==> src/sv/bse_pkg.sv <==
`timescale 1ns / 1ps

package bse_pkg;

    // number formats
    localparam int FRAC_BITS  = 28;
    localparam int COORD_BITS = 12;
    localparam int ITER_BITS  = 10;
    localparam int WORD_W     = 32;
    localparam int STEP_W     = 31;
    localparam int GRAY_W     = 8;

    // derived widths
    localparam int PROD_W  = 2 * WORD_W;
    localparam int SQ_W    = PROD_W - FRAC_BITS;
    localparam int CROSS_W = PROD_W - FRAC_BITS + 1;
    localparam int MAP_W   = COORD_BITS + STEP_W;
    localparam int WIDE_W  = ((MAP_W > CROSS_W) ? MAP_W : CROSS_W) + 2;
    localparam int NUM_W   = ITER_BITS + GRAY_W;
    localparam int DIV_CNT_W = $clog2(NUM_W + 1);

    // stream words
    localparam int S_TDATA_W = ((2 * COORD_BITS + 7) / 8) * 8;
    localparam int OUT_BITS  = ITER_BITS + 1 + GRAY_W;
    localparam int M_TDATA_W = ((OUT_BITS + 7) / 8) * 8;
    localparam int INSIDE_BIT = ITER_BITS;
    localparam int GRAY_LSB   = ITER_BITS + 1;

    // register file
    localparam int APB_ADDR_W = 4;
    localparam int APB_DATA_W = 32;
    localparam logic [1:0] REG_MAX_ITER   = 2'd0;
    localparam logic [1:0] REG_RE_START   = 2'd1;
    localparam logic [1:0] REG_IM_START   = 2'd2;
    localparam logic [1:0] REG_PIXEL_STEP = 2'd3;

    localparam logic [ITER_BITS-1:0] MAX_ITER_RST   = ITER_BITS'(390);
    localparam logic [WORD_W-1:0]    RE_START_RST   = WORD_W'(-590558003);
    localparam logic [WORD_W-1:0]    IM_START_RST   = WORD_W'(-483183821);
    localparam logic [STEP_W-1:0]    PIXEL_STEP_RST = STEP_W'(1073742);

    // escape threshold: |z|^2 >= 4.0
    localparam logic [SQ_W:0] ESC_LIMIT = (SQ_W + 1)'(1) << (FRAC_BITS + 2);

    localparam logic signed [WIDE_W-1:0] WIDE_WMAX =
        {{(WIDE_W - WORD_W + 1){1'b0}}, {(WORD_W - 1){1'b1}}};
    localparam logic signed [WIDE_W-1:0] WIDE_WMIN =
        {{(WIDE_W - WORD_W + 1){1'b1}}, {(WORD_W - 1){1'b0}}};

    typedef struct packed {
        logic [ITER_BITS-1:0]     max_iter;
        logic signed [WORD_W-1:0] re_start;
        logic signed [WORD_W-1:0] im_start;
        logic [STEP_W-1:0]        pixel_step;
    } cfg_t;

    typedef struct packed {
        logic load;
        logic map;
        logic seed;
        logic mul;
        logic step;
        logic div_start;
        logic out_load;
    } cmd_t;

    typedef struct packed {
        logic escape;
        logic at_limit;
        logic div_done;
    } status_t;

    function automatic logic signed [WORD_W-1:0] sat_word(input logic signed [WIDE_W-1:0] v);
        logic signed [WORD_W-1:0] r;
        if (v > WIDE_WMAX)
        begin
            r = WIDE_WMAX[WORD_W-1:0];
        end
        else if (v < WIDE_WMIN)
        begin
            r = WIDE_WMIN[WORD_W-1:0];
        end
        else
        begin
            r = v[WORD_W-1:0];
        end
        return r;
    endfunction

endpackage

==> src/sv/bse_regs.sv <==
`timescale 1ns / 1ps

module bse_regs
    import bse_pkg::*;
(
    input  logic                  clk,
    input  logic                  rst_n,
    input  logic                  psel,
    input  logic                  penable,
    input  logic                  pwrite,
    input  logic [APB_ADDR_W-1:0] paddr,
    input  logic [APB_DATA_W-1:0] pwdata,
    output logic [APB_DATA_W-1:0] prdata,
    output logic                  pready,
    output cfg_t                  cfg
);

    logic [ITER_BITS-1:0] max_iter_reg;
    logic [WORD_W-1:0]    re_start_reg;
    logic [WORD_W-1:0]    im_start_reg;
    logic [STEP_W-1:0]    pixel_step_reg;
    logic                 wr_en;
    logic [1:0]           reg_sel;

    assign pready  = 1'b1;
    assign wr_en   = psel & penable & pwrite & pready;
    assign reg_sel = paddr[3:2];

    always_ff @(posedge clk or negedge rst_n)
    begin
        if (!rst_n)
        begin
            max_iter_reg   <= MAX_ITER_RST;
            re_start_reg   <= RE_START_RST;
            im_start_reg   <= IM_START_RST;
            pixel_step_reg <= PIXEL_STEP_RST;
        end
        else if (wr_en)
        begin
            case (reg_sel)
                REG_MAX_ITER:   max_iter_reg   <= pwdata[ITER_BITS-1:0];
                REG_RE_START:   re_start_reg   <= pwdata[WORD_W-1:0];
                REG_IM_START:   im_start_reg   <= pwdata[WORD_W-1:0];
                REG_PIXEL_STEP: pixel_step_reg <= pwdata[STEP_W-1:0];
                default: ;
            endcase
        end
    end

    always_comb
    begin
        case (reg_sel)
            REG_MAX_ITER:   prdata = APB_DATA_W'(max_iter_reg);
            REG_RE_START:   prdata = APB_DATA_W'(re_start_reg);
            REG_IM_START:   prdata = APB_DATA_W'(im_start_reg);
            REG_PIXEL_STEP: prdata = APB_DATA_W'(pixel_step_reg);
            default:        prdata = '0;
        endcase
    end

    assign cfg.max_iter   = max_iter_reg;
    assign cfg.re_start   = re_start_reg;
    assign cfg.im_start   = im_start_reg;
    assign cfg.pixel_step = pixel_step_reg;

endmodule

==> config.mk <==
export PLATFORM = sky130hd
export DESIGN_NAME = bse_regs
export DESIGN_NICKNAME = d
export VERILOG_FILES = /design/src/sv/bse_pkg.sv /design/src/sv/bse_regs.sv
export SDC_FILE = /design/constraint.sdc
export NUM_CORES = 1
export LEC_CHECK = 0
export ABC_AREA = 1
export BUFFER_PORTS_ARGS = -buffer_cell sky130_fd_sc_hd__buf_4
export CAP_MARGIN = 20
export CORE_MARGIN = 5
export CORE_UTILIZATION = 49
export DETAILED_ROUTE_END_ITERATION = 8
export PLACE_DENSITY = 0.77
export RECOVER_POWER = 50
export SETUP_SLACK_MARGIN = 0.1
export SLEW_MARGIN = 25
export SYNTH_ARGS = -nofsm -noshare
export SYNTH_HDL_FRONTEND = slang
export SYNTH_SLANG_ARGS = --single-unit
export TNS_END_PERCENT = 1
==> constraint.sdc <==
create_clock -name clk -period 0.92 [get_ports clk]
set_input_delay 0.184 -clock clk [delete_from_list [all_inputs] [get_ports clk]]
set_output_delay 0.184 -clock clk [all_outputs]
set_load 0.005 [all_outputs]
==> results.ini, run 1 <==
[sta]
fin_setup_tns_ns=-42.89
fmax_mhz=695
drv_slew=0
fin_ws_ns=-0.519
rsz0062_at_grt=true
clock_skew_ns=0
layout_min_cycle_time_ns=1.44
post-route-period-util=1.56
hold_violations=0
setup_viol_count_final=138

[synthesis]
synthArstFlopShare=1.00
synth.area.top_cells=nand2_1, dfrtp_1, dfstp_2, nand3_1, buf_2
synth_edf_count=0
synth_mux_area_frac=0
synthXorXnorAreaFrac=0
synth_top_family_by_area=simple AND/OR/NAND/NOR gates
synth_common_cells=nand2_1, dfrtp_1, nand3_1, dfstp_2, buf_2
synth.top_cell.area_share=0.315
synth_nets=653
yosys.area_share.simple=0.393
synth_ff_type=dfrtp_1
syn_area_per_cell_sq_um=7.75
yosysSeqAreaShare=0.566
synthAdderAreaFrac=0
synth.largest_area_cell=nand2_1
yosys_warnings=0
yosysMostFrequentCell=nand2_1
yosys_register_bits=105
synth_compound_area_frac=0
netlist_instances=612
synth_cell_types=14
syn-cell-area_sq_um=4750

[grt]
grt_pass1_vias=5218
grtUsageMet2=0.488
busiest_layer=met2
grt_pass1_wl_um=26400
grt_usage=0.287
met3_usage=0.0675
antenna_found_initial=0
grt_overflow=0
grt_max_degree=57
use_met1=0.365

[placement]
dpl.cell_count=974
place_congestion=0.851
placed_area_sq_um=6850
place_ws_ns=-0.394
numPortBuffers=175
dp_hpwl_um=11600

[outcome]
status=finished, violations left
violations=negative setup slack

[final_layout]
n_antenna_cell=0
seqCellArea_sq_um=2690
area_growth_pct=58.5
multiInputGateArea_sq_um=1950
filler_cell_count=644
fin_cells=993
drive_gt1_frac=0.403
final_core_util=0.784
fin_nets=896
stdcell_area_sq_um=7520

[floorplan]
die_x_um=108
row_count=36
start_util=0.495
die_y_um=108
core_area_sq_um=9590
ioPinCount=179
dieArea_sq_um=11800

[pwr]
power_switching_share=0.306
power_frac_clock=0.178
p_per_area_nw_per_um2=1970
p_sw_uw=4530
seq_power_share=0.456
peakVddDrop_v=0.00130
cellLeakagePower_uw=0.00401
internal_power_uw=10300
pwr-share-comb=0.367

[clock_tree]
cts.sinks=105
htree_levels=3
cts-root-buf=clkbuf_8
cts.path.max_buffers=2
cts_made_buffers=9
cts_tree=built
insertion_delay_ns=0.36
path_clk_slew_ns=0.10

[routing]
wire_per_inst_um=16.7
vias=5190
drt-total-wl_um=16600
initialDrtViolationCount=342
via_per_inst=5.23
drt_drc_violations_left=0
dr.pass1.iters=5
ant_nets=0

[worst_setup_path]
path_class=reg -> out
cp_slowest_cell=dfstp_2
path_max_fanout=2
end_kind=primary output
worstSetupStartpointType=register
crit_buf_inv=1
cp_cell_sequence=nand3_2 -> nand4_1 -> buf_4
required_ns=0.74
cp_slowest_stage_delay_ns=0.57
cp.arrival_ns=1.26
crit_family=flip-flops

[worst_hold_path]
min_path_type=in -> reg

[job]
drv_cap=0

==> worst paths after layout <==
path	from	endpoint	slack, ns	depth (start not counted)
worst max-delay path	pixel_step_reg[6]	prdata[6]	-0.52	3
worst min-delay path	pwdata[24]	im_start_reg[24]	0.03	3
worst max register to register	pixel_step_reg[9]	pixel_step_reg[9]	0.02	4
worst min register to register	re_start_reg[23]	re_start_reg[23]	0.48	2
max in group asynchronous	rst_n	im_start_reg[5]	0.03	3
min in group asynchronous	rst_n	re_start_reg[29]	0.53	3
==> metrics by stage <==
step / total power (uW) / hold slack, ns
after floorplan: 7870 / -0.112
after global placement: 11100 / 0.203
after detailed placement: 11300 / 0.208
after CTS: 14700 / 0.0162
after global routing: 15600 / 0.0114
final: 14800 / 0.0276
==> cell usage in the layout (no fill, tap or decap), drive strengths merged <==
cell type	n
clkinvlp	2
dlygate4sd3	1
nor2	6
inv	6
nand4	10
nand2	400
buf	259
dfstp	47
conb	1
nand3	52
dfrtp	58
clkbuf	16
clkinv	2
==> per-layer routing <==
layer / routed length, um / vias to the layer above
met5: 0 / -
met1: 6270 / 2494
met3: 1700 / 33
li1: - / 2374
met2: 8290 / 289
met4: 319 / 0
==> worst min-delay path, delay by kind of cell <==
family | cells | cell delay [ns]
buffers and inverters | 1 | 0.12
AND/OR/NAND/NOR | 2 | 0.10
==> cells by family (layout without fill, tap and decap cells) <==
family,after synthesis,count (layout)
buffers and inverters,38,286
other,1,1
DFF,105,105
and+or+nand+nor,468,468
==> power groups by stage <==
stage / clock, uW / combinational, uW / sequential [uW]
finish: 2630 / 5420 / 6730
global route: 2880 / 5870 / 6850
CTS: 2660 / 5320 / 6690
detailed placement: 0 / 4660 / 6640
global placement: 0 / 4520 / 6590
floorplan: 0 / 1170 / 6700
==> what timing repair did <==
action,CTS,global route
hold buffers,1,0
gates resized for setup,111,25
endpoints found under the setup margin,171,208
endpoints found under the hold margin,58,0
pin swaps,25,28
buffers inserted,0,2
==> layout make-up <==
class | count | area share
clock buffers | 12 | 0.0193
flip-flops and latches | 105 | 0.357
multi-input cells | 469 | 0.259
clock inverters | 4 | 0.00383
inverters | 6 | 0.00366
repair buffers | 264 | 0.335
well taps | 133 | 0.0221
Power figures use the tool's default switching activity.
==> inputs of run 2 (changes only) <==
--- a/config.mk
+++ b/config.mk
@@ -5,13 +5,12 @@
 export SDC_FILE = /design/constraint.sdc
 export NUM_CORES = 1
 export LEC_CHECK = 0
-export ABC_AREA = 1
 export BUFFER_PORTS_ARGS = -buffer_cell sky130_fd_sc_hd__buf_4
 export CAP_MARGIN = 20
 export CORE_MARGIN = 5
-export CORE_UTILIZATION = 49
+export CORE_UTILIZATION = 50
 export DETAILED_ROUTE_END_ITERATION = 8
-export PLACE_DENSITY = 0.77
+export PLACE_DENSITY = 0.78
 export RECOVER_POWER = 50
 export SETUP_SLACK_MARGIN = 0.1
 export SLEW_MARGIN = 25
==> results.ini, run 2 <==
[outcome]
status=finished, violations left
violations=negative setup slack

[sta]
fin_hold_ws_ns=0.0563
post-route-period-util=1.76
layout_min_cycle_time_ns=1.62
drv_slew=0
clock_skew_ns=0
rsz0062_at_grt=true
setup_viol_count_final=183
fin_setup_tns_ns=-55.82
hold_violations=0
fmax_mhz=619
fin_ws_ns=-0.695

[final_layout]
n_antenna_cell=0
fin_nets=624
area_growth_pct=68.9
multiInputGateArea_sq_um=2100
layout_common_cells=buf_6, buf_4, mux2_2, dfrtp_1, dfstp_2
final_common_cell=buf_6
drive_gt1_frac=0.849
filler_cell_count=453
seqCellArea_sq_um=2690

[synthesis]
yosysSeqAreaShare=0.551
synth.top_cell.area_share=0.298
syn-cell-area_sq_um=4880
synth_nets=335
synth_edf_count=0
netlist_instances=294
synth_common_cells=mux2_2, dfrtp_1, dfstp_2, mux2_4, a22o_1
synth.largest_area_cell=dfrtp_1
yosysMostFrequentCell=mux2_2
yosys_warnings=0
synthArstFlopShare=1.00
yosys_register_bits=105
synth_cell_types=21
synth.area.top_cells=dfrtp_1, dfstp_2, mux2_2, mux2_4, mux4_2
synth_ff_type=dfrtp_1
syn_area_per_cell_sq_um=16.6

[worst_setup_path]
end_kind=primary output
worstSetupStartpointType=register
cp_slowest_stage_delay_ns=0.51
cp_slowest_cell=mux4_2
r2r_slack_ns=-0.13
r2r_end=pixel_step_reg[4]
cp.arrival_ns=1.43
required_ns=0.74
r2r_cells=3
timing.rr.start=pixel_step_reg[4]
path_max_fanout=2
cp_cell_sequence=mux4_2 -> buf_6
path_class=reg -> out

[routing]
dr.pass1.iters=4
ant_nets=0
wire_per_inst_um=22.0
drt_drc_violations_left=0
drt-total-wl_um=15900
vias=3829
initialDrtViolationCount=161
via_per_inst=5.31

[floorplan]
dieArea_sq_um=11800
start_util=0.506
die_y_um=109
die_x_um=109
core_area_sq_um=9640
ioPinCount=179
row_count=36

[clock_tree]
cts_made_buffers=9
cts-root-buf=clkbuf_8
htree_levels=3
cts_tree=built
insertion_delay_ns=0.36
cts.path.max_buffers=2
path_clk_slew_ns=0.11
cts.sinks=105

[pwr]
peakVddDrop_v=0.00145
p_per_area_nw_per_um2=2200
cellLeakagePower_uw=0.00395

[worst_hold_path]
hold_end=pixel_step_reg[22]
hold_start=pwdata[22]
hold-path-cell-count=2
min_path_type=in -> reg

[placement]
numPortBuffers=175
dp_hpwl_um=10100
place_congestion=0.809

[grt]
use_met1=0.297
grtUsageMet2=0.456
grt_pass1_vias=4338
antenna_found_initial=0
grt_usage=0.259
grt_pass1_wl_um=23300
grt_max_degree=46
grt_overflow=0
busiest_layer=met2
met3_usage=0.0864

[job]
drv_cap=0

run 2: cell types whose count changed after synthesis, moves of 4 or more:
cell and delta:
mux2_4 +30, mux2_2 +93, mux4_2 +10, nand4_1 -10
buf_2 -7, a22o_1 +21, nor2_2 -5, clkbuf_1 -4
inv_2 -5, nand2_1 -396, buf_4 -4, nand3_1 -51
run 2: cells by family after synthesis:
family	Yosys count	synth area share
multiplexers	136	0.360
flip-flops	105	0.551
buffers and inverters	22	0.0352
AO/OA/AOI/OAI	21	0.0377
AND/OR/NAND/NOR	9	0.0151
other	1	0.000769
run 2: worst max-delay path by stage:
stage	start	endpoint	slack, ns	cells after the start
global route	re_start_reg[1]	prdata[1]	-0.72	2
CTS	pixel_step_reg[8]	prdata[8]	-0.66	2
global placement	paddr[2]	max_iter_reg[3]	-0.50	5
detailed placement	paddr[2]	max_iter_reg[6]	-0.52	5
finish	re_start_reg[1]	prdata[1]	-0.70	2
floorplan	pwrite	im_start_reg[10]	-0.31	5
run 2: power by group:
part / internal [uW] / switching, uW
clock: 1360 / 1630
combinational: 5700 / 2550
sequential: 6050 / 846
run 2: critical path, delay by kind of cell, from the launching register on:
kind,cells,cell delay [ns]
muxes,1,0.51
DFF,1,0.42
buffers and inverters,1,0.14
run 2: area by class of cell:
cell class,instances,share of cell area
clock buffers,11,0.0172
multi-input cells,167,0.255
clock inverters,5,0.00775
well taps,133,0.0202
flip-flops and latches,105,0.326
repair buffers,300,0.374
run 2: metrics by stage:
step	area (sq um)	util	worst slack, ns	power (uW)	cells
after floorplan	4880	-	-0.312	8820	294
after global placement	7200	0.747	-0.501	13000	694
after detailed placement	7200	0.747	-0.517	13300	694
after CTS	8010	0.831	-0.662	17500	712
after global routing	8240	0.854	-0.724	19000	721
final	8240	0.854	-0.695	18100	721
run 2: repair_timing:
item / 4_1_cts / 5_1_grt
buffers inserted: 1 / 9
endpoints found under the hold margin: 61 / 0
pin swaps: 3 / 0
endpoints found under the setup margin: 238 / 239
gates resized for setup: 154 / 47
hold buffers: 1 / 0
run 2: routing by layer:
metal  routed length, um  vias to the layer above
li1                    -                     1674
met3                1170                       30
met2                8280                      157
met1                6070                     1968
met4                 337                        0
met5                   0                        -
==> inputs of run 3 (changes only) <==
--- a/config.mk
+++ b/config.mk
@@ -12,6 +12,7 @@
 export DETAILED_ROUTE_END_ITERATION = 8
 export PLACE_DENSITY = 0.78
 export RECOVER_POWER = 50
+export REMOVE_ABC_BUFFERS = 1
 export SETUP_SLACK_MARGIN = 0.1
 export SLEW_MARGIN = 25
 export SYNTH_ARGS = -nofsm -noshare
==> results.ini, run 3 (synthesis results as in run 2) <==
[final_layout]
stdcell_area_sq_um=8270
area_growth_pct=69.5
layout_common_cells=buf_6, buf_4, mux2_2, dfrtp_1
filler_cell_count=462
final_common_cell=buf_6
fin_nets=630
n_antenna_cell=0
drive_gt1_frac=0.848

[worst_setup_path]
cp.arrival_ns=1.42
r2r_slack_ns=-0.18
end_kind=primary output
worstSetupStartpointType=register
r2r_cells=4
path_class=reg -> out
timing.rr.start=pixel_step_reg[0]
cp_cell_sequence=mux4_2 -> buf_6
required_ns=0.74
cp_slowest_cell=mux4_2
r2r_end=pixel_step_reg[0]
path_max_fanout=2
cp_slowest_stage_delay_ns=0.51

[routing]
wire_per_inst_um=21.6
drt_drc_violations_left=0
initialDrtViolationCount=148
vias=3774
dr.pass1.iters=4
ant_nets=0
via_per_inst=5.19
drt-total-wl_um=15700

[clock_tree]
insertion_delay_ns=0.37
path_clk_slew_ns=0.10
cts.sinks=105
cts-root-buf=clkbuf_8
cts_tree=built
cts_made_buffers=9
htree_levels=3
cts.path.max_buffers=2

[grt]
antenna_found_initial=0
grt_usage=0.266
grt_overflow=0
grt_pass1_vias=4482
grt_pass1_wl_um=24000
grt_max_degree=40

[sta]
fin_setup_tns_ns=-65.78
drv_slew=0
tightestPinTransition_ns=0.708
layout_min_cycle_time_ns=1.61
clock_skew_ns=0
post-route-period-util=1.75
rsz0062_at_grt=true
setup_viol_count_final=270
hold_violations=0
fin_hold_ws_ns=0.0581
fmax_mhz=622
relSlewSlack=0.528
fin_ws_ns=-0.687

[floorplan]
start_util=0.506
row_count=36
die_y_um=109
dieArea_sq_um=11800
die_x_um=109
core_area_sq_um=9640
ioPinCount=179

[worst_hold_path]
hold_end=re_start_reg[25]
hold-path-cell-count=2
min_path_type=in -> reg
hold_start=pwdata[25]

[placement]
placed_area_sq_um=7260
dp_hpwl_um=10400
place_congestion=0.819
numPortBuffers=175

[pwr]
cellLeakagePower_uw=0.00396
p_per_area_nw_per_um2=2180
peakVddDrop_v=0.00128

[job]
drv_cap=0

[outcome]
violations=negative setup slack
status=finished, violations left

[run 3: layer usage]
metal | up-vias | share of wire | track usage | routed length [um]
met5 | - | 0 | 0 | 0
met4 | 0 | 0.026 | 0.104 | 415
met3 | 30 | 0.063 | 0.0645 | 989
met2 | 149 | 0.52 | 0.464 | 8200
met1 | 1918 | 0.39 | 0.317 | 6130
li1 | 1677 | - | - | -
[run 3: power by group]
group	total, uW	internal, uW	switching, uW
logic	8250	5740	2510
registers	6900	6050	849
clock network	2860	1260	1600
[run 3: critical path: cells and delay by family, from the launching register on]
kind / cells / cell delay (ns)
multiplexers: 1 / 0.51
flip-flops: 1 / 0.40
buffers and inverters: 1 / 0.14
[run 3: worst max path at each step]
stage / endpoint / from / cells after the start
floorplan: im_start_reg[0] / pwrite / 3
global placement: prdata[6] / paddr[2] / 4
detailed placement: prdata[9] / paddr[2] / 4
CTS: prdata[0] / pixel_step_reg[0] / 2
global route: prdata[11] / pixel_step_reg[11] / 3
finish: prdata[0] / pixel_step_reg[0] / 2
[run 3: cell type report]
| type | instances | area (sq um) | area share |
|---|---|---|---|
| clock inverters | 5 | 56.3 | 0.00681 |
| multi-input cells | 167 | 2100 | 0.254 |
| well taps | 133 | 166 | 0.0201 |
| flip-flops and latches | 105 | 2690 | 0.325 |
| repair buffers | 306 | 3120 | 0.378 |
| clock buffers | 11 | 131 | 0.0159 |
[run 3: metrics by stage]
step           setup WS, ns  instances  utilization  total power (uW)
2_1_floorplan         -1.21        272            -              8740
3_3_place_gp         -0.496        708        0.753             13100
3_5_place_dp         -0.510        708        0.753             13300
4_1_cts              -0.659        726        0.836             17500
5_1_grt              -0.737        727        0.858             18900
6_report             -0.687        727        0.858             18000
[run 3: timing repair]
action	4_1_cts	5_1_grt
hold buffers	1	0
buffers inserted	1	1
endpoints found under the setup margin	235	237
gates resized for setup	159	53
pin swaps	1	2
hold endpoints to repair	63	0
