File: config.mk
export PLATFORM = sky130hd
export DESIGN_NAME = bse_ctrl
export DESIGN_NICKNAME = d
export VERILOG_FILES = /design/src/sv/bse_pkg.sv /design/src/sv/bse_ctrl.sv
export SDC_FILE = /design/constraint.sdc
export NUM_CORES = 1
export LEC_CHECK = 0
export BUFFER_PORTS_ARGS = -buffer_cell sky130_fd_sc_hd__buf_4
export CAP_MARGIN = 30
export CELL_PAD_IN_SITES_DETAIL_PLACEMENT = 0
export CELL_PAD_IN_SITES_GLOBAL_PLACEMENT = 1
export CORE_AREA = 2 2 39 41
export DETAILED_ROUTE_END_ITERATION = 10
export DIE_AREA = 0 0 41 43
export HOLD_SLACK_MARGIN = 0.05
export PLACE_DENSITY = 0.6
export SLEW_MARGIN = 20
export SYNTH_ARGS = -nofsm -noshare
export SYNTH_HDL_FRONTEND = slang
export SYNTH_SLANG_ARGS = --single-unit
File: constraint.sdc
create_clock -name clk -period 2.7 [get_ports clk]
set_clock_uncertainty 0.1 [all_clocks]
set_input_delay 0 -clock clk [delete_from_list [all_inputs] [get_ports clk]]
set_output_delay 0 -clock clk [all_outputs]
set_load 0.005 [all_outputs]
File: src/sv/bse_pkg.sv
`timescale 1ns / 1ps

package bse_pkg;

    // number formats
    localparam int FRAC_BITS  = 28;
    localparam int COORD_BITS = 12;
    localparam int ITER_BITS  = 10;
    localparam int WORD_W     = 32;
    localparam int STEP_W     = 31;
    localparam int GRAY_W     = 8;

    // derived widths
    localparam int PROD_W  = 2 * WORD_W;
    localparam int SQ_W    = PROD_W - FRAC_BITS;
    localparam int CROSS_W = PROD_W - FRAC_BITS + 1;
    localparam int MAP_W   = COORD_BITS + STEP_W;
    localparam int WIDE_W  = ((MAP_W > CROSS_W) ? MAP_W : CROSS_W) + 2;
    localparam int NUM_W   = ITER_BITS + GRAY_W;
    localparam int DIV_CNT_W = $clog2(NUM_W + 1);

    // stream words
    localparam int S_TDATA_W = ((2 * COORD_BITS + 7) / 8) * 8;
    localparam int OUT_BITS  = ITER_BITS + 1 + GRAY_W;
    localparam int M_TDATA_W = ((OUT_BITS + 7) / 8) * 8;
    localparam int INSIDE_BIT = ITER_BITS;
    localparam int GRAY_LSB   = ITER_BITS + 1;

    // register file
    localparam int APB_ADDR_W = 4;
    localparam int APB_DATA_W = 32;
    localparam logic [1:0] REG_MAX_ITER   = 2'd0;
    localparam logic [1:0] REG_RE_START   = 2'd1;
    localparam logic [1:0] REG_IM_START   = 2'd2;
    localparam logic [1:0] REG_PIXEL_STEP = 2'd3;

    localparam logic [ITER_BITS-1:0] MAX_ITER_RST   = ITER_BITS'(390);
    localparam logic [WORD_W-1:0]    RE_START_RST   = WORD_W'(-590558003);
    localparam logic [WORD_W-1:0]    IM_START_RST   = WORD_W'(-483183821);
    localparam logic [STEP_W-1:0]    PIXEL_STEP_RST = STEP_W'(1073742);

    // escape threshold: |z|^2 >= 4.0
    localparam logic [SQ_W:0] ESC_LIMIT = (SQ_W + 1)'(1) << (FRAC_BITS + 2);

    localparam logic signed [WIDE_W-1:0] WIDE_WMAX =
        {{(WIDE_W - WORD_W + 1){1'b0}}, {(WORD_W - 1){1'b1}}};
    localparam logic signed [WIDE_W-1:0] WIDE_WMIN =
        {{(WIDE_W - WORD_W + 1){1'b1}}, {(WORD_W - 1){1'b0}}};

    typedef struct packed {
        logic [ITER_BITS-1:0]     max_iter;
        logic signed [WORD_W-1:0] re_start;
        logic signed [WORD_W-1:0] im_start;
        logic [STEP_W-1:0]        pixel_step;
    } cfg_t;

    typedef struct packed {
        logic load;
        logic map;
        logic seed;
        logic mul;
        logic step;
        logic div_start;
        logic out_load;
    } cmd_t;

    typedef struct packed {
        logic escape;
        logic at_limit;
        logic div_done;
    } status_t;

    function automatic logic signed [WORD_W-1:0] sat_word(input logic signed [WIDE_W-1:0] v);
        logic signed [WORD_W-1:0] r;
        if (v > WIDE_WMAX)
        begin
            r = WIDE_WMAX[WORD_W-1:0];
        end
        else if (v < WIDE_WMIN)
        begin
            r = WIDE_WMIN[WORD_W-1:0];
        end
        else
        begin
            r = v[WORD_W-1:0];
        end
        return r;
    endfunction

endpackage

File: src/sv/bse_ctrl.sv
`timescale 1ns / 1ps

module bse_ctrl
    import bse_pkg::*;
(
    input  logic    clk,
    input  logic    rst_n,
    input  logic    s_tvalid,
    output logic    s_tready,
    output logic    m_tvalid,
    input  logic    m_tready,
    input  status_t status,
    output cmd_t    cmd
);

    localparam logic [2:0] ST_IDLE = 3'd0;
    localparam logic [2:0] ST_MAP  = 3'd1;
    localparam logic [2:0] ST_SEED = 3'd2;
    localparam logic [2:0] ST_MUL  = 3'd3;
    localparam logic [2:0] ST_TEST = 3'd4;
    localparam logic [2:0] ST_DIV  = 3'd5;
    localparam logic [2:0] ST_OUT  = 3'd6;

    logic [2:0] state_reg;
    logic [2:0] state_next;
    logic       out_valid_reg;
    logic       out_valid_next;
    logic       out_free;

    assign out_free = ~out_valid_reg | m_tready;

    always_comb
    begin
        state_next = state_reg;
        cmd        = '0;
        s_tready   = 1'b0;
        case (state_reg)
            ST_IDLE:
            begin
                s_tready = 1'b1;
                if (s_tvalid)
                begin
                    cmd.load   = 1'b1;
                    state_next = ST_MAP;
                end
            end
            ST_MAP:
            begin
                cmd.map    = 1'b1;
                state_next = ST_SEED;
            end
            ST_SEED:
            begin
                cmd.seed   = 1'b1;
                state_next = ST_MUL;
            end
            ST_MUL:
            begin
                cmd.mul    = 1'b1;
                state_next = ST_TEST;
            end
            ST_TEST:
            begin
                if (status.at_limit)
                begin
                    state_next = ST_OUT;
                end
                else if (status.escape)
                begin
                    cmd.div_start = 1'b1;
                    state_next    = ST_DIV;
                end
                else
                begin
                    cmd.step   = 1'b1;
                    state_next = ST_MUL;
                end
            end
            ST_DIV:
            begin
                if (status.div_done)
                begin
                    state_next = ST_OUT;
                end
            end
            ST_OUT:
            begin
                if (out_free)
                begin
                    cmd.out_load = 1'b1;
                    state_next   = ST_IDLE;
                end
            end
            default:
            begin
                state_next = ST_IDLE;
            end
        endcase
    end

    always_comb
    begin
        if (cmd.out_load)
        begin
            out_valid_next = 1'b1;
        end
        else if (m_tready)
        begin
            out_valid_next = 1'b0;
        end
        else
        begin
            out_valid_next = out_valid_reg;
        end
    end

    always_ff @(posedge clk or negedge rst_n)
    begin
        if (!rst_n)
        begin
            state_reg     <= ST_IDLE;
            out_valid_reg <= 1'b0;
        end
        else
        begin
            state_reg     <= state_next;
            out_valid_reg <= out_valid_next;
        end
    end

    assign m_tvalid = out_valid_reg;

endmodule

==> impl_metrics.yaml, run 1 <==
logic_synthesis:
  synth_top_family_by_area: "simple AND/OR/NAND/NOR gates"
  synthAdderAreaFrac: 0
  syn_area_per_cell_um2: 10.52
  synth-xor-area-share: 0.02448
  synth_compound_area_frac: 0.2133
  yosys.area_share.simple: 0.3112
  synth.mux.area_fraction: 0.04196
  syn_nets: 41
  ys_seq_area_frac: 0.2797
  netlist_instances: 34
  synth_area_um2: 357.8
  ys_seq_elements: 4
  ys_warn_count: 0
  yosysUniqueCellTypes: 22
route:
  drcViolationCount: 0
  vias_per_cell: 4.686
  wl_um: 700
  wire_per_inst_um: 10.00
  dr.pass1.iters: 4
  ant_nets: 0
  drtIter0Drc: 7
  num_vias: 328
cells_and_area:
  multiInputGateArea_um2: 211.5
  drive_gt1_frac: 0.5370
  nFillCells: 142
  post-route-util: 0.3870
  final_area_um2: 535.5
  fin_nets: 63
  regArea_um2: 100.1
  largest_register_ffs: 3
  antenna_cells: 0
  synthToLayoutAreaGrowth_pct: 49.65
setup_path:
  regToRegStartpoint: "state_reg[0]$_DFFE_PN0P_"
  worstSetupPathType: "reg -> reg"
  r2r_slack_ns: 0.95
  crit_path_top_delay_cell: "dlygate4sd3_1"
  reg2reg_to: "state_reg[0]$_DFFE_PN0P_"
  start_kind: "flip-flop"
  startpoint: "state_reg[0]$_DFFE_PN0P_"
  r2r_cells: 3
  crit_end: "state_reg[0]$_DFFE_PN0P_"
  endpoint_kind: "flip-flop"
  critPathMaxStageDelay_ns: 0.57
  critPathMaxFanout: 9
  worstPathArrival_ns: 1.82
  required_ns: 2.76
  cp_cell_sequence: "mux2_4, o31ai_2, dlygate4sd3_1"
place:
  post_dp_cell_area_um2: 452.9
  io_buffer_count: 15
  dp.final_hpwl_um: 540
  place.gp.congestion: 0.7379
  dp_slack_ns: 1.421
pwr:
  powerDensity_nw_per_um2: 986.5
  peakVddDrop_mv: 0.2776
  leakage_uw: 0.0002443
clocking:
  tritoncts: "yes"
  cts_max_path_buffers: 2
  path_clk_slew_ns: 0.04
  numClockSinks: 4
  ctsHtreeMaxLevel: 1
  clk_latency_ns: 0.23
  cts-root-buf: "clkbuf_4"
  cts_setup_buffers: 0
  cts_buffers: 3
sta:
  fin_crit_sh: 0.6496
  slew_headroom: 0.7237
  finalHoldViolCount: 0
  rsz0062_at_grt: "no"
  finalCriticalPeriod_ns: 1.754
  fin_ws_ns: 0.9460
  report.final.slew_viol_count: 0
  whs_ns: 0.1145
  max_freq_ghz: 0.5701
  finalSetupViolCount: 0
  tightest_slew_ns: 0.4144
  tns_ns: 0
global_routing:
  grt_pass1_vias: 297
  grt_pass1_wl_um: 1110
  grt.busiest_layer: "met2"
  use_met3: 0.01571
  grt_use_met2: 0.1375
  grt_max_degree: 12
  met1_usage: 0.1100
  globalRouteOverflowTotal: 0
  track_usage: 0.09356
  antenna_found_initial: 0
die:
  die_h_um: 43
  core_um2: 1384
  die_area_um2: 1763
  boundaryPins: 16
  start_util: 0.2586
  fp.dieW_um: 41
  num_rows: 14
outcome:
  outcome: "completed"
hold_path:
  worstHoldPathType: "in -> reg"
job:
  maxCapViolations: 0
[through the flow]
stage / total power (uW) / instances
3_3_place_gp: 439.9 / 61
2_1_floorplan: 378.6 / 34
6_report: 528.3 / 70
4_1_cts: 534.5 / 70
5_1_grt: 575.0 / 70
3_5_place_dp: 440.2 / 61
[layer usage]
layer  up-vias  share of wire
met2         9           0.54
met5         -              0
met1       156           0.41
met4         0              0
met3         0          0.053
li1        163              -
[report_power, final]
group          internal, uW  total, uW  leakage [uW]  switching, uW
Sequential             89.8        161     0.0000499           71.3
Clock                  49.6       71.6     0.0000138           22.1
Combinational           188        296      0.000181            108
Total                   327        528      0.000244            201
[cells in the mapped netlist, drive strengths merged]
library cell	n	area, um^2
and3	2	15.01
o31ai	1	12.51
clkinv	1	5.000
o22ai	1	6.260
a221oi	1	15.01
mux2	1	15.01
o21bai	1	18.77
nor2	4	15.01
nand2b	2	20.02
nor4b	2	30.03
xor2	1	8.760
inv	1	3.750
and2	1	6.260
dfrtp	4	100.1
o21ai	3	15.01
nor3b	2	15.01
nor3	1	10.01
buf	4	37.53
a22o	1	8.760
[worst min-delay path by stage]
| stage | start | to | slack (ns) | cells after the start |
|---|---|---|---|---|
| 2_1_floorplan | rst_n | m_tvalid$_DFFE_PN0P_ | -0.40 | 0 |
| 3_3_place_gp | rst_n | state_reg[1]$_DFFE_PN0P_ | -0.30 | 1 |
| 3_5_place_dp | rst_n | state_reg[2]$_DFFE_PN0P_ | -0.30 | 1 |
| 4_1_cts | status[2] | state_reg[2]$_DFFE_PN0P_ | 0.10 | 4 |
| 5_1_grt | status[2] | state_reg[2]$_DFFE_PN0P_ | 0.12 | 4 |
| 6_report | status[2] | state_reg[1]$_DFFE_PN0P_ | 0.11 | 4 |
[logic make-up after synthesis]
| group | count (synthesis) |
|---|---|
| AO/OA/AOI/OAI | 8 |
| buffers and inverters | 6 |
| AND/OR/NAND/NOR | 14 |
| flip-flops | 4 |
| multiplexers | 1 |
| XOR/XNOR | 1 |
[critical path: cells and delay by family, from the launching register on]
family	cells	cell delay (ns)
mux	1	0.34
buf+inv	1	0.57
flops	1	0.52
compound gates	1	0.16
[repair_timing]
item	in CTS	in global routing
resized for setup	0	0
endpoints found under the hold margin	7	0
hold buffers	6	0
[final cells by class]
cell class / count / area share
Multi-Input combinational cell: 24 / 0.3949
Timing Repair Buffer: 21 / 0.3224
Sequential cell: 4 / 0.1869
Clock buffer: 3 / 0.04206
Tap cell: 16 / 0.03738
Inverter: 2 / 0.01636
[cell usage in the layout, fill, tap and decap left out, drive strengths merged]
master and n:
a221oi 1, clkbuf 3, dlygate4sd3 6, nor4b 2, o31ai 1, nor2 4
buf 15, nor3b 2, mux2 1, clkinv 1, a22o 1, o21ai 3
o21bai 1, inv 1, nand2b 2, nor3 1, o22ai 1, and3 2
xor2 1, and2 1, dfrtp 4
Power figures use the tool's default switching activity.
==> inputs of run 2 (changes only) <==
--- a/config.mk
+++ b/config.mk
@@ -13,7 +13,7 @@
 export DETAILED_ROUTE_END_ITERATION = 10
 export DIE_AREA = 0 0 41 43
 export HOLD_SLACK_MARGIN = 0.05
-export PLACE_DENSITY = 0.6
+export PLACE_DENSITY = 0.63
 export SLEW_MARGIN = 20
 export SYNTH_ARGS = -nofsm -noshare
 export SYNTH_HDL_FRONTEND = slang
==> constraint.sdc (replaced) <==
create_clock -name clk -period 1.6 [get_ports clk]
set_clock_uncertainty 0.1 [all_clocks]
set_input_delay 0 -clock clk [delete_from_list [all_inputs] [get_ports clk]]
set_output_delay 0 -clock clk [all_outputs]
set_load 0.005 [all_outputs]
==> run 2 against run 1 <==
Against the previous run:
- clock power is 69% higher
- critical path type is now reg -> out
- non-clock buffer count did not move
- clock-buffer cell count unchanged
==> impl_metrics.yaml, run 2 (synthesis results as in run 1) <==
outcome:
  outcome: "completed"
cells_and_area:
  antenna_cells: 0
  fin_nets: 63
  final_common_cell: "buf_4"
  final_cells: 70
  final_area_um2: 535.5
  drive_gt1_frac: 0.5370
  synthToLayoutAreaGrowth_pct: 49.65
  nFillCells: 141
  largest_register_ffs: 3
  layout_common_cells: "15 x buf_4, 6 x dlygate4sd3_1, 4 x nor2_1, 4 x dfrtp_1, 3 x clkbuf_4"
global_routing:
  globalRouteOverflowTotal: 0
  grt_pass1_wl_um: 1179
  grt_pass1_vias: 326
  track_usage: 0.09739
  grt_max_degree: 12
  antenna_found_initial: 0
setup_path:
  start_kind: "flip-flop"
  reg2reg_to: "state_reg[2]$_DFFE_PN0P_"
  critPathMaxFanout: 11
  critPathMaxStageDelay_ns: 0.52
  r2r_slack_ns: 0.32
  crit_path_top_delay_cell: "dfrtp_1"
  endpoint_kind: "primary output"
  regToRegStartpoint: "state_reg[0]$_DFFE_PN0P_"
  r2r_cells: 3
  worstPathArrival_ns: 1.38
  cp_cell_sequence: "nor2_1, nor4b_2, buf_4"
  worstSetupPathType: "reg -> out"
  required_ns: 1.50
sta:
  finalSetupViolCount: 0
  tns_ns: 0
  rsz0062_at_grt: "no"
  tightest_slew_ns: 0.4344
  max_freq_ghz: 0.6738
  report.final.slew_viol_count: 0
  fin_crit_sh: 0.9276
  slew_headroom: 0.7104
  finalHoldViolCount: 0
  finalCriticalPeriod_ns: 1.484
route:
  vias_per_cell: 4.557
  ant_nets: 0
  drtIter0Drc: 4
  num_vias: 319
  wire_per_inst_um: 10.53
  wl_um: 737
  drcViolationCount: 0
  dr.pass1.iters: 3
clocking:
  numClockSinks: 4
  clk_latency_ns: 0.23
  tritoncts: "yes"
  cts_max_path_buffers: 2
  cts_buffers: 3
  cts-root-buf: "clkbuf_4"
  path_clk_slew_ns: 0.04
  post_cts_resized: 0
  ctsHtreeMaxLevel: 1
  postCtsHoldBufs: 6
  cts_setup_buffers: 0
die:
  core_um2: 1384
  num_rows: 14
  start_util: 0.2586
  die_h_um: 43
  die_area_um2: 1763
  boundaryPins: 16
  fp.dieW_um: 41
pwr:
  combPwrFrac: 0.549
  peakVddDrop_mv: 0.4284
  p_switching_uw: 340.2
  power_frac_seq: 0.313
  powerDensity_nw_per_um2: 1630
  power.share.clock: 0.139
  leakage_uw: 0.0002436
  p_int_uw: 532.5
  netSwitchingFraction: 0.3898
hold_path:
  worstHoldPathType: "in -> reg"
  hold_end: "state_reg[2]$_DFFE_PN0P_"
  whs_path_depth: 4
  hp-start: "status[2]"
place:
  dp.final_hpwl_um: 536
  place.gp.congestion: 0.7020
  io_buffer_count: 15
  post_dp_cell_area_um2: 452.9
  dp_cells: 61
job:
  maxCapViolations: 0
==> run 2: cell counts in the layout (fill, tap and decap cells not counted) <==
Identical to the previous run, type by type.
==> run 2: per-stage QoR <==
stage | worst slack [ns] | total power [uW] | hold slack [ns] | util
floorplan | 0.4712 | 638.9 | -0.3956 | -
global placement | 0.3310 | 749.0 | -0.3025 | 0.3273
detailed placement | 0.3341 | 746.5 | -0.3025 | 0.3273
CTS | 0.1048 | 883.1 | 0.1002 | 0.3870
global route | 0.0006042 | 941.4 | 0.1327 | 0.3870
finish | 0.1158 | 872.7 | 0.1086 | 0.3870
==> run 2: critical path: cells and delay by family, from the launching register on <==
kind	cells	cell delay, ns
flops	1	0.52
simple gates	2	0.48
buf+inv	1	0.15
==> run 2: cell type report <==
cell class | instances | area (um^2) | area share
multi-input combinational | 24 | 211.5 | 0.3949
timing repair buffer | 21 | 172.7 | 0.3224
sequential | 4 | 100.1 | 0.1869
clock buffer | 3 | 22.52 | 0.04206
tap | 16 | 20.02 | 0.03738
inverter | 2 | 8.758 | 0.01636
==> run 2: power by group through the flow <==
stage | sequential, uW | combinational, uW | clock (uW)
detailed placement | 275 | 472 | 0
global placement | 273 | 476 | 0
global route | 287 | 527 | 128
finish | 273 | 479 | 121
CTS | 272 | 484 | 127
floorplan | 182 | 456 | 0
==> run 2: how the worst max path moves through the flow <==
stage | from | to | slack [ns] | cells past startpoint
floorplan | state_reg[1]$_DFFE_PN0P_ | state_reg[1]$_DFFE_PN0P_ | 0.47 | 3
global placement | state_reg[1]$_DFFE_PN0P_ | state_reg[1]$_DFFE_PN0P_ | 0.33 | 2
detailed placement | state_reg[0]$_DFFE_PN0P_ | state_reg[2]$_DFFE_PN0P_ | 0.33 | 3
CTS | state_reg[1]$_DFFE_PN0P_ | cmd[1] | 0.10 | 3
global route | state_reg[1]$_DFFE_PN0P_ | cmd[1] | 0.0006 | 3
finish | state_reg[1]$_DFFE_PN0P_ | cmd[1] | 0.12 | 3
==> run 2: layer usage <==
metal | vias to the layer above | GRT usage | part of all wire
li1 | 161 | - | -
met1 | 149 | 0.1029 | 0.41
met2 | 9 | 0.1625 | 0.53
met3 | 0 | 0.005236 | 0.052
met4 | 0 | 0.08000 | 0
met5 | - | 0 | 0
==> inputs of run 3 (changes only) <==
--- a/config.mk
+++ b/config.mk
@@ -5,15 +5,16 @@
 export SDC_FILE = /design/constraint.sdc
 export NUM_CORES = 1
 export LEC_CHECK = 0
+export ABC_AREA = 1
 export BUFFER_PORTS_ARGS = -buffer_cell sky130_fd_sc_hd__buf_4
 export CAP_MARGIN = 30
 export CELL_PAD_IN_SITES_DETAIL_PLACEMENT = 0
 export CELL_PAD_IN_SITES_GLOBAL_PLACEMENT = 1
-export CORE_AREA = 2 2 39 41
+export CORE_MARGIN = 2
+export CORE_UTILIZATION = 24
 export DETAILED_ROUTE_END_ITERATION = 10
-export DIE_AREA = 0 0 41 43
 export HOLD_SLACK_MARGIN = 0.05
-export PLACE_DENSITY = 0.63
+export PLACE_DENSITY = 0.64
 export SLEW_MARGIN = 20
 export SYNTH_ARGS = -nofsm -noshare
 export SYNTH_HDL_FRONTEND = slang
==> run 3 against run 2 <==
Against the previous run:
- synthesized cell count is 59% higher
- largest power group unchanged
- combinational power is 11% lower
- largest cell class unchanged
- sequential cell count stayed put
- critical path type unchanged
==> impl_metrics.yaml, run 3 <==
clocking:
  cts_buffers: 3
  ctsHtreeMaxLevel: 1
  tritoncts: "yes"
  clk_latency_ns: 0.23
  cts-root-buf: "clkbuf_4"
  numClockSinks: 4
  path_clk_slew_ns: 0.04
  cts_setup_buffers: 0
  cts_max_path_buffers: 2
route:
  met1_length_um: 338
  ant_nets: 0
  met3_length_um: 40
  wl_um: 744
  wire_per_inst_um: 8.360
  met2WireLength_um: 351
  vias_per_cell: 4.101
  num_vias: 365
  routed.top_layer: "met4"
  dr.pass1.iters: 3
  drcViolationCount: 0
  drtIter0Drc: 4
sta:
  finalSetupViolCount: 0
  rsz0062_at_grt: "no"
  slew_headroom: 0.8111
  finalHoldViolCount: 0
  finalCriticalPeriod_ns: 1.355
  fin_crit_sh: 0.8469
  report.final.slew_viol_count: 0
  tns_ns: 0
  tightest_slew_ns: 0.2823
  max_freq_ghz: 0.7380
die:
  fp.dieW_um: 41.45
  num_rows: 13
  boundaryPins: 16
  start_util: 0.2587
  die_area_um2: 1718
  die_h_um: 41.45
  core_um2: 1301
logic_synthesis:
  ys_warn_count: 0
  synth_common_cells: "15 x nand2_1, 10 x inv_1, 8 x nor2_1"
  yosysUniqueCellTypes: 15
  netlist_top_cells_area: "dfrtp_1 30%, nand2_1 17%, inv_1 11%"
  yosysTopAreaCell: "dfrtp_1"
  netlist_instances: 54
  async_flop_share: 1.000
  synth_area_um2: 336.6
  ys.flop_type: "dfrtp_1"
  syn_nets: 61
  synth_edf_count: 0
  ys_seq_area_frac: 0.2974
  syn_area_per_cell_um2: 6.233
  ys_seq_elements: 4
  synth.most_common_cell: "nand2_1"
  synth_top_area_frac: 0.2974
outcome:
  outcome: "completed"
cells_and_area:
  drive_gt1_frac: 0.3514
  fin_nets: 83
  nFillCells: 144
  post-route-util: 0.3933
  synthToLayoutAreaGrowth_pct: 52.04
  largest_register_ffs: 3
  regArea_um2: 100.1
  final_cells: 89
  antenna_cells: 0
  layout_common_cells: "15 x nand2_1, 15 x buf_4, 10 x inv_1, 8 x nor2_1"
  multiInputGateArea_um2: 180.2
place:
  dp.final_hpwl_um: 585.6
  dp_cells: 82
  place.gp.congestion: 0.7452
  io_buffer_count: 15
setup_path:
  worstSetupPathType: "reg -> out"
  critPathMaxFanout: 6
  r2r_cells: 6
  worstPathArrival_ns: 1.26
  endpoint_kind: "primary output"
  required_ns: 1.50
  start_kind: "flip-flop"
global_routing:
  track_usage: 0.1088
  grt_pass1_vias: 356
  globalRouteOverflowTotal: 0
  grt_pass1_wl_um: 1407
  antenna_found_initial: 0
  grt_max_degree: 9
pwr:
  powerDensity_nw_per_um2: 1485
  p_total_uw: 759.8
  peakVddDrop_mv: 0.8103
  leakage_uw: 0.0002982
hold_path:
  worstHoldPathType: "in -> reg"
  whs_path_depth: 4
job:
  maxCapViolations: 0
==> run 3: cell count changes after synthesis, moves of 3 or more <==
| cell | delta |
|---|---|
| nand3_1 | +3 |
| nor2_2 | +3 |
| inv_1 | +9 |
| nor2_1 | +4 |
| nand2_1 | +15 |
| nand2_2 | +3 |
==> run 3: metrics by stage <==
step	hold WS (ns)	setup slack (ns)	area, um^2
after CTS	0.09055	0.2285	511.7
after floorplan	-0.3956	0.4592	336.6
final	0.09055	0.2450	511.7
after detailed placement	-0.3032	0.3542	449.2
after global routing	0.1129	0.09835	511.7
after global placement	-0.3029	0.3255	449.2
==> run 3: routing by layer <==
layer	vias to the layer above	GRT usage
met4	0	0.05806
li1	199	-
met5	-	0
met1	154	0.1379
met2	10	0.1500
met3	2	0.05217
==> run 3: cell type report <==
type,count,share of cell area
Sequential cell,4,0.1956
Tap cell,15,0.03667
Multi-Input combinational cell,38,0.3521
Timing Repair Buffer,19,0.2983
Clock buffer,3,0.04401
Inverter,10,0.07335
==> run 3: worst max-delay path, stage by stage (launching register included) <==
cell	delay [ns]
dfrtp_1	0.42
nor2_1	0.27
nand2_1	0.11
nor2_1	0.10
buf_4	0.11
==> run 3: what timing repair did <==
action	4_1_cts	5_1_grt
gates resized for setup	0	0
hold buffers	4	0
setup endpoints to repair	0	0
hold endpoints to repair	8	0
==> run 3: cell families after synthesis <==
family | count (synthesis) | share of synthesized area
AND/OR/NAND/NOR | 34 | 0.4610
buffers and inverters | 12 | 0.1673
flip-flops | 4 | 0.2974
AO/OA/AOI/OAI | 4 | 0.07434
==> run 3: power by group <==
part	total (uW)	switching [uW]	leakage [uW]	internal (uW)
Clock	125	41.1	0.0000138	83.9
Combinational	424	221	0.000234	203
Sequential	210	62.3	0.0000506	148
==> run 3: worst paths after layout <==
check	to	startpoint	slack [ns]
hold / removal	state_reg[0]$_DFFE_PN0P_	status[1]	0.09
max in group asynchronous	m_tvalid$_DFFE_PN0P_	rst_n	0.67
setup / recovery	cmd[6]	state_reg[0]$_DFFE_PN0P_	0.24
hold reg to reg	m_tvalid$_DFFE_PN0P_	m_tvalid$_DFFE_PN0P_	0.45
min in group asynchronous	state_reg[0]$_DFFE_PN0P_	rst_n	0.56
setup reg to reg	state_reg[2]$_DFFE_PN0P_	state_reg[0]$_DFFE_PN0P_	0.34
